===== config.mk =====
export PLATFORM = sky130hd
export DESIGN_NAME = gds_update
export DESIGN_NICKNAME = d
export VERILOG_FILES = /design/src/design/gds_pkg.sv /design/src/design/gds_update.sv
export VERILOG_INCLUDE_DIRS = /design/src /design/src/design
export SDC_FILE = /design/constraint.sdc
export NUM_CORES = 2
export LEC_CHECK = 0
export BUFFER_PORTS_ARGS = -buffer_cell sky130_fd_sc_hd__buf_2
export CAP_MARGIN = 30
export CORE_ASPECT_RATIO = 0.9
export CORE_UTILIZATION = 40
export DETAILED_ROUTE_END_ITERATION = 16
export GPL_TIMING_DRIVEN = 0
export PLACE_DENSITY_LB_ADDON = 0.12
export SETUP_SLACK_MARGIN = 0.5
export SYNTH_ARGS = -nofsm -noshare
export SYNTH_HDL_FRONTEND = slang
export SYNTH_SLANG_ARGS = --single-unit

===== constraint.sdc =====
create_clock -name i_clk -period 26.4 [get_ports i_clk]
set_input_delay 2.64 -clock i_clk [delete_from_list [all_inputs] [get_ports i_clk]]
set_output_delay 2.64 -clock i_clk [all_outputs]
set_load 0.1 [all_outputs]

===== src/design/grid_diffusion_stencil_step_defines.svh =====
// assertion macros shared by the block
`ifndef GRID_DIFFUSION_STENCIL_STEP_DEFINES_SVH
`define GRID_DIFFUSION_STENCIL_STEP_DEFINES_SVH

// implication in the same cycle
`define GDS_ASSERT_IMPL(lbl, clk, rst_n, ante, cons) \
    lbl: assert property (@(posedge clk) disable iff (!rst_n) (ante) |-> (cons)) \
        else $error("gds assertion failed");

// implication in the next cycle
`define GDS_ASSERT_NEXT(lbl, clk, rst_n, ante, cons) \
    lbl: assert property (@(posedge clk) disable iff (!rst_n) (ante) |=> (cons)) \
        else $error("gds assertion failed");

`endif


===== src/design/gds_pkg.sv =====
`timescale 1ns / 1ps
package gds_pkg;
    localparam int MAX_COLUMNS = 1024;
    localparam int ADDR_W      = $clog2(MAX_COLUMNS);
    localparam int GCOL_W      = 11;
    localparam int ROW_W       = 16;
    localparam int RATE_W      = 16;
    localparam int CNT_W       = ((ADDR_W > GCOL_W) ? ADDR_W : GCOL_W) + 1;
    localparam int FED_W       = GCOL_W + ROW_W;
    localparam int HEIGHT_W    = 32;
    localparam int CELL_W      = HEIGHT_W + 1;
    localparam int DIAG_WEIGHT = 46341;
    localparam int CFG_IDX_W   = 2;
    localparam int CFG_DATA_W  = 16;
    localparam int MIN_COLUMNS = 3;

    localparam logic [CFG_IDX_W-1:0] CFG_RATE  = CFG_IDX_W'(0);
    localparam logic [CFG_IDX_W-1:0] CFG_MOORE = CFG_IDX_W'(1);
    localparam logic [CFG_IDX_W-1:0] CFG_COLS  = CFG_IDX_W'(2);
    localparam logic [CFG_IDX_W-1:0] CFG_ROWS  = CFG_IDX_W'(3);

    localparam logic [GCOL_W-1:0] RST_COLS = GCOL_W'(1024);
    localparam logic [ROW_W-1:0]  RST_ROWS = ROW_W'(1024);

    typedef logic [CELL_W-1:0] t_cell;

    typedef struct packed {
        logic              start;
        logic              take;
        logic              moore;
        logic [2:0]        ok_row;
        logic [2:0]        ok_col;
        logic [RATE_W-1:0] rate;
        t_cell [8:0]       win;
    } t_upd_req;

    typedef struct packed {
        logic                done;
        logic [HEIGHT_W-1:0] height;
        logic                absent;
    } t_upd_rsp;
endpackage


===== src/design/gds_update.sv =====
`timescale 1ns / 1ps
`include "grid_diffusion_stencil_step_defines.svh"
module gds_update import gds_pkg::*; (
    input  logic     i_clk,
    input  logic     i_rst_n,
    input  t_upd_req i_req,
    output t_upd_rsp o_rsp
);
    localparam int SUM_W = HEIGHT_W + 3;
    localparam int S_W   = SUM_W + 18;
    localparam int P_W   = S_W + RATE_W + 1;
    localparam int D_W   = P_W - 32;

    logic [2:0]                 r_stg;
    logic signed [SUM_W-1:0]    r_so;
    logic signed [SUM_W-1:0]    r_sd;
    logic signed [HEIGHT_W-1:0] r_z;
    logic                       r_abs;
    logic [RATE_W-1:0]          r_rate;
    logic signed [S_W-1:0]      r_s;
    logic signed [D_W-1:0]      r_delta;
    logic signed [SUM_W-1:0]    n_so;
    logic signed [SUM_W-1:0]    n_sd;
    logic signed [HEIGHT_W:0]   w_diff [9];
    logic signed [S_W-1:0]      w_dprod;
    logic signed [P_W-1:0]      w_round;
    logic signed [D_W:0]        w_sum;
    logic [HEIGHT_W-1:0]        w_sat;

    always_comb begin
        for (int k = 0; k < 9; k++) begin
            w_diff[k] = $signed({i_req.win[k][HEIGHT_W-1], i_req.win[k][HEIGHT_W-1:0]})
                      - $signed({i_req.win[4][HEIGHT_W-1], i_req.win[4][HEIGHT_W-1:0]});
        end
    end

    always_comb begin
        n_so = '0;
        n_sd = '0;
        for (int k = 0; k < 9; k++) begin
            if (k != 4 && i_req.ok_row[k / 3] && i_req.ok_col[k % 3]
                    && !i_req.win[k][HEIGHT_W]) begin
                if (k / 3 != 1 && k % 3 != 1) begin
                    if (i_req.moore) begin
                        n_sd = n_sd + SUM_W'(w_diff[k]);
                    end
                end else begin
                    n_so = n_so + SUM_W'(w_diff[k]);
                end
            end
        end
    end

    assign w_dprod = S_W'(r_sd) * $signed(S_W'(DIAG_WEIGHT));
    assign w_round = (P_W'(r_s) * $signed({{(P_W-RATE_W){1'b0}}, r_rate}))
                   + (P_W'(1) <<< 31);
    assign w_sum   = (D_W+1)'(r_delta) + (D_W+1)'(r_z);

    always_comb begin
        if (w_sum[D_W:HEIGHT_W-1] == '0 || w_sum[D_W:HEIGHT_W-1] == '1) begin
            w_sat = w_sum[HEIGHT_W-1:0];
        end else if (w_sum[D_W]) begin
            w_sat = {1'b1, {(HEIGHT_W-1){1'b0}}};
        end else begin
            w_sat = {1'b0, {(HEIGHT_W-1){1'b1}}};
        end
    end

    always_ff @(posedge i_clk) begin
        if (!i_rst_n) begin
            r_stg <= '0;
        end else begin
            r_stg[0] <= i_req.start;
            r_stg[1] <= r_stg[0];
            if (r_stg[1]) begin
                r_stg[2] <= 1'b1;
            end else if (i_req.take) begin
                r_stg[2] <= 1'b0;
            end
        end
    end

    always_ff @(posedge i_clk) begin
        if (i_req.start) begin
            r_so   <= n_so;
            r_sd   <= n_sd;
            r_z    <= $signed(i_req.win[4][HEIGHT_W-1:0]);
            r_abs  <= i_req.win[4][HEIGHT_W];
            r_rate <= i_req.rate;
        end
        if (r_stg[0]) begin
            r_s <= (S_W'(r_so) <<< 16) + w_dprod;
        end
        if (r_stg[1]) begin
            r_delta <= w_round[P_W-1:32];
        end
    end

    assign o_rsp.done   = r_stg[2];
    assign o_rsp.height = r_abs ? r_z : w_sat;
    assign o_rsp.absent = r_abs;

    `GDS_ASSERT_IMPL(a_one_stage, i_clk, i_rst_n, 1'b1, $onehot0(r_stg))
    `GDS_ASSERT_NEXT(a_take_clears, i_clk, i_rst_n, i_req.take && r_stg[2], !r_stg[2])
    `GDS_ASSERT_NEXT(a_start_stage, i_clk, i_rst_n, i_req.start, r_stg[0])
endmodule


==> impl_table.tex <==
\begin{tabular}{lr}
\hline
Metric & Value \\
\hline
\multicolumn{2}{l}{\textbf{Synth}} \\
\quad Mean instance size in the synthesized netlist & 8.98 µm² \\
\quad Number of flops mapped to enable cells by yosys & 210 \\
\quad Primary flip-flop cell chosen by synthesis mapping & edfxtp\_1 \\
\quad Number of distinct library cells after synthesis & 93 \\
\quad Post-synthesis instance total & 7594 \\
\quad Share of async-settable or async-resettable flops after synthesis & 0 \\
\quad Yosys warning count & 0 \\
\quad Register bit total from synthesis & 213 \\
\quad Number of nets in the synthesized netlist & 9923 \\
\quad Synthesized cell area & 0.0682 mm² \\
\quad Sequential area share after synthesis & 0.0934 \\
\multicolumn{2}{l}{\textbf{STA}} \\
\quad Final critical-path required period & 14510 ps \\
\quad Remaining max-slew budget at the tightest pin & 0.290 \\
\quad Setup TNS Final & 0 ps \\
\quad Final count of negative-setup-slack endpoints & 0 \\
\quad FMAX & 68.9 MHz \\
\quad RSZ-0062 raised after global routing & no \\
\quad Worst Tran Pin Value & 1060 ps \\
\quad Period utilisation layout & 0.549 \\
\quad Final slew viol count & 0 \\
\quad Number of hold violations in the final report & 0 \\
\quad Setup clock skew after layout & 26.4 ps \\
\multicolumn{2}{l}{\textbf{Global routing}} \\
\quad Overflow left after global routing & 0 \\
\quad Number of global-route vias before repair & 56487 \\
\quad Global router's overall resource usage & 0.288 \\
\quad Largest net degree at the start of global routing & 90 \\
\quad Wire length of the first global-routing pass & 367000 µm \\
\quad Number of antenna violations at the first check in global routing & 30 \\
\multicolumn{2}{l}{\textbf{Worst setup path}} \\
\quad Max stage delay cell, worst path & o21ai\_0 \\
\quad Critical Path AT & 14860 ps \\
\quad Buffers plus inverters on the worst setup path & 5 \\
\quad Delay of the slowest critical-path stage & 660 ps \\
\quad Worst EP required & 26750 ps \\
\quad Critical path class & input port to register \\
\quad Nature of the critical path startpoint & input port \\
\quad Crit path max-delay family & compound AO/OA/AOI/OAI gates \\
\quad Critical Path Fanout Max & 6 \\
\quad CP endpoint kind & register \\
\multicolumn{2}{l}{\textbf{Floorplanning}} \\
\quad Initial core utilization & 0.403 \\
\quad Row Count & 143 \\
\quad Number of primary I/O pins & 358 \\
\quad Core box area & 0.169 mm² \\
\quad Total Die Area & 0.172 mm² \\
\quad Die width & 437 µm \\
\quad Chip height & 394 µm \\
\multicolumn{2}{l}{\textbf{Clock network}} \\
\quad Post-CTS setup-driven buffer insertion count & 0 \\
\quad Largest buffer count on any clock path & 3 \\
\quad Number of hold buffers added after cts & 0 \\
\quad Root buffer cell & clkbuf\_16 \\
\quad Resized cells post-CTS & 0 \\
\quad Total clock buffers created by CTS & 34 \\
\quad Sink count of the clock tree & 213 \\
\quad CTS tree & yes \\
\quad Clk\_lat worst skew & 590 ps \\
\quad Clock transition time at the flip-flop clock pins of the worst setup and hold paths & 50 ps \\
\quad H-Tree Level Count & 2 \\
\multicolumn{2}{l}{\textbf{Cells and area}} \\
\quad Combined area of the multi-input logic cells & 0.0546 mm² \\
\quad Layout cell share with drive strength beyond 1 & 0.0671 \\
\quad Final \#Nets & 10342 \\
\quad Area taken by flip-flops and latches & 0.00637 mm² \\
\quad Final cell area excluding filler cells & 0.0745 mm² \\
\quad Area grow syn2layout & 9.31\% \\
\quad Number of fill cells in the layout & 16918 \\
\multicolumn{2}{l}{\textbf{Drt}} \\
\quad Remaining antenna violation count & 0 \\
\quad Post-DR wirelength/cell & 24.0 µm \\
\quad Top layer reached by signal wires & met5 \\
\quad Wire length on met1 & 110000 µm \\
\quad Met2 layer wire length in the routed design & 111000 µm \\
\quad Via density per instance & 5.31 \\
\quad Length of routed met3 wiring & 14300 µm \\
\quad DRC violations left & 0 \\
\quad Number of violations reported at the end of detailed-routing iteration 0 & 4213 \\
\quad Post-detailed-routing wire length & 247000 µm \\
\quad Vias after detailed routing & 54651 \\
\quad Initial DRT Pass Iterations & 7 \\
\multicolumn{2}{l}{\textbf{Outcome}} \\
\quad Run status & finished clean \\
\multicolumn{2}{l}{\textbf{Place}} \\
\quad Post-DP HPWL & 214000 µm \\
\quad Buffers on Ports & 357 \\
\quad Area of placed instances & 0.0732 mm² \\
\quad GP Congestion & 0.980 \\
\multicolumn{2}{l}{\textbf{Flow run}} \\
\quad Max-cap check violation count & 0 \\
\multicolumn{2}{l}{\textbf{Worst hold path}} \\
\quad Worst min-delay path class & register to register \\
\hline
\end{tabular}
==> registers in the layout (all words and copies together), names as in the netlist <==
| name | cells |
|---|---|
| r_so | 35 |
| r_s | 53 |
| r_rate | 16 |
| r_z | 32 |
| r_abs | 1 |
| r_sd | 35 |
| r_stg | 3 |
| r_delta | 38 |
==> cell usage after synthesis, drive strengths merged, types with 115 or more instances <==
cell | number | area, µm²
o21ai | 237 | 1190
inv | 1700 | 6380
xor2 | 115 | 1010
and2 | 416 | 2600
ha | 806 | 10100
nand2 | 723 | 2710
a21oi | 397 | 2020
nor2 | 268 | 1010
edfxtp | 210 | 6310
fa | 1199 | 24000
clkbuf | 204 | 766
xnor2 | 217 | 1900
a21o | 194 | 1460
==> layout by cell type (no fill, tap or decap), types with 36 or more instances in the layout <==
cell type | synthesis | layout
nand3_1 | 64 | 64
a21oi_1 | 391 | 391
nor2b_1 | 44 | 44
a31oi_1 | 36 | 36
a21o_1 | 194 | 194
xnor2_1 | 217 | 217
nor2_1 | 268 | 268
edfxtp_1 | 210 | 210
o21a_1 | 70 | 70
xor2_1 | 115 | 115
a211oi_1 | 37 | 37
a221oi_1 | 37 | 37
and2_1 | 416 | 416
and3_1 | 38 | 38
buf_2 | 9 | 366
clkbuf_1 | 204 | 205
o21bai_1 | 57 | 57
fa_1 | 1199 | 1199
nand2_1 | 723 | 723
ha_1 | 806 | 806
inv_1 | 1700 | 1700
nand2b_1 | 56 | 56
o21ai_0 | 221 | 221
nor3_1 | 50 | 50
==> cells by family (layout without fill, tap and decap cells) <==
logic type                 Yosys count  after routing  synth area share
and+or+nand+nor                   1799           1799             0.128
xor gates and xnor gates           332            332            0.0426
muxes                               42             42           0.00666
buffers and inverters             1916           2357             0.106
DFF                                213            213            0.0934
adders and majority gates         2005           2005             0.500
other                                0              9                 0
AOI/OAI and AO/OA                 1287           1287             0.123
==> metrics by stage <==
step,instances,hold WS (ps),utilization,worst slack [ps]
detailed placement,10220,497,0.433,11570
finish,10291,506,0.441,11890
global route,10286,533,0.441,11190
global placement,10198,567,0.430,11690
floorplan,7594,545,-,14410
CTS,10278,509,0.440,12110
==> worst reg2reg max path: stages (launching register included) <==
cell and delay [ps]:
edfxtp_1 320, clkbuf_1 510, clkbuf_1 850, nand2_1 190, fa_1 570, inv_1 50, fa_1 480, inv_1 60
fa_1 500, inv_1 60, fa_1 560, inv_1 60, fa_1 490, inv_1 60, fa_1 450, ha_1 290
a2111oi_0 460, a31oi_1 210, buf_4 240, o21ai_0 440, a21oi_1 250, o41ai_2 860, o311ai_1 400, a41oi_1 590
nand2b_1 200, o21ai_0 110, xnor2_1 350
==> worst paths after layout <==
path / startpoint / end / slack [ps] / depth (start not counted)
setup / recovery: i_req[136] / r_sd[34] / 11890 / 46
hold / removal: r_stg[1] / r_stg[2] / 510 / 1
setup reg to reg: r_rate[6] / r_delta[37] / 16560 / 26
hold reg to reg: r_stg[1] / r_stg[2] / 510 / 1
==> metal layers <==
layer  GRT usage  vias to the layer above
met5           0                        -
met3      0.0305                      327
met4       0.110                        4
met2       0.458                     1764
met1       0.403                    27527
li1            -                    25029
==> layout make-up <==
class,instances,area share
well taps,2247,0.0377
clock buffers,35,0.0115
diodes,9,0.000302
clock inverters,23,0.00566
multi-input cells,5465,0.733
flip-flops and latches,213,0.0854
inverters,1700,0.0856
plain buffers,216,0.0111
repair buffers,383,0.0299
Power is not shown: default switching activity piles up to over one toggle a cycle in this logic, so the estimate is an artifact.
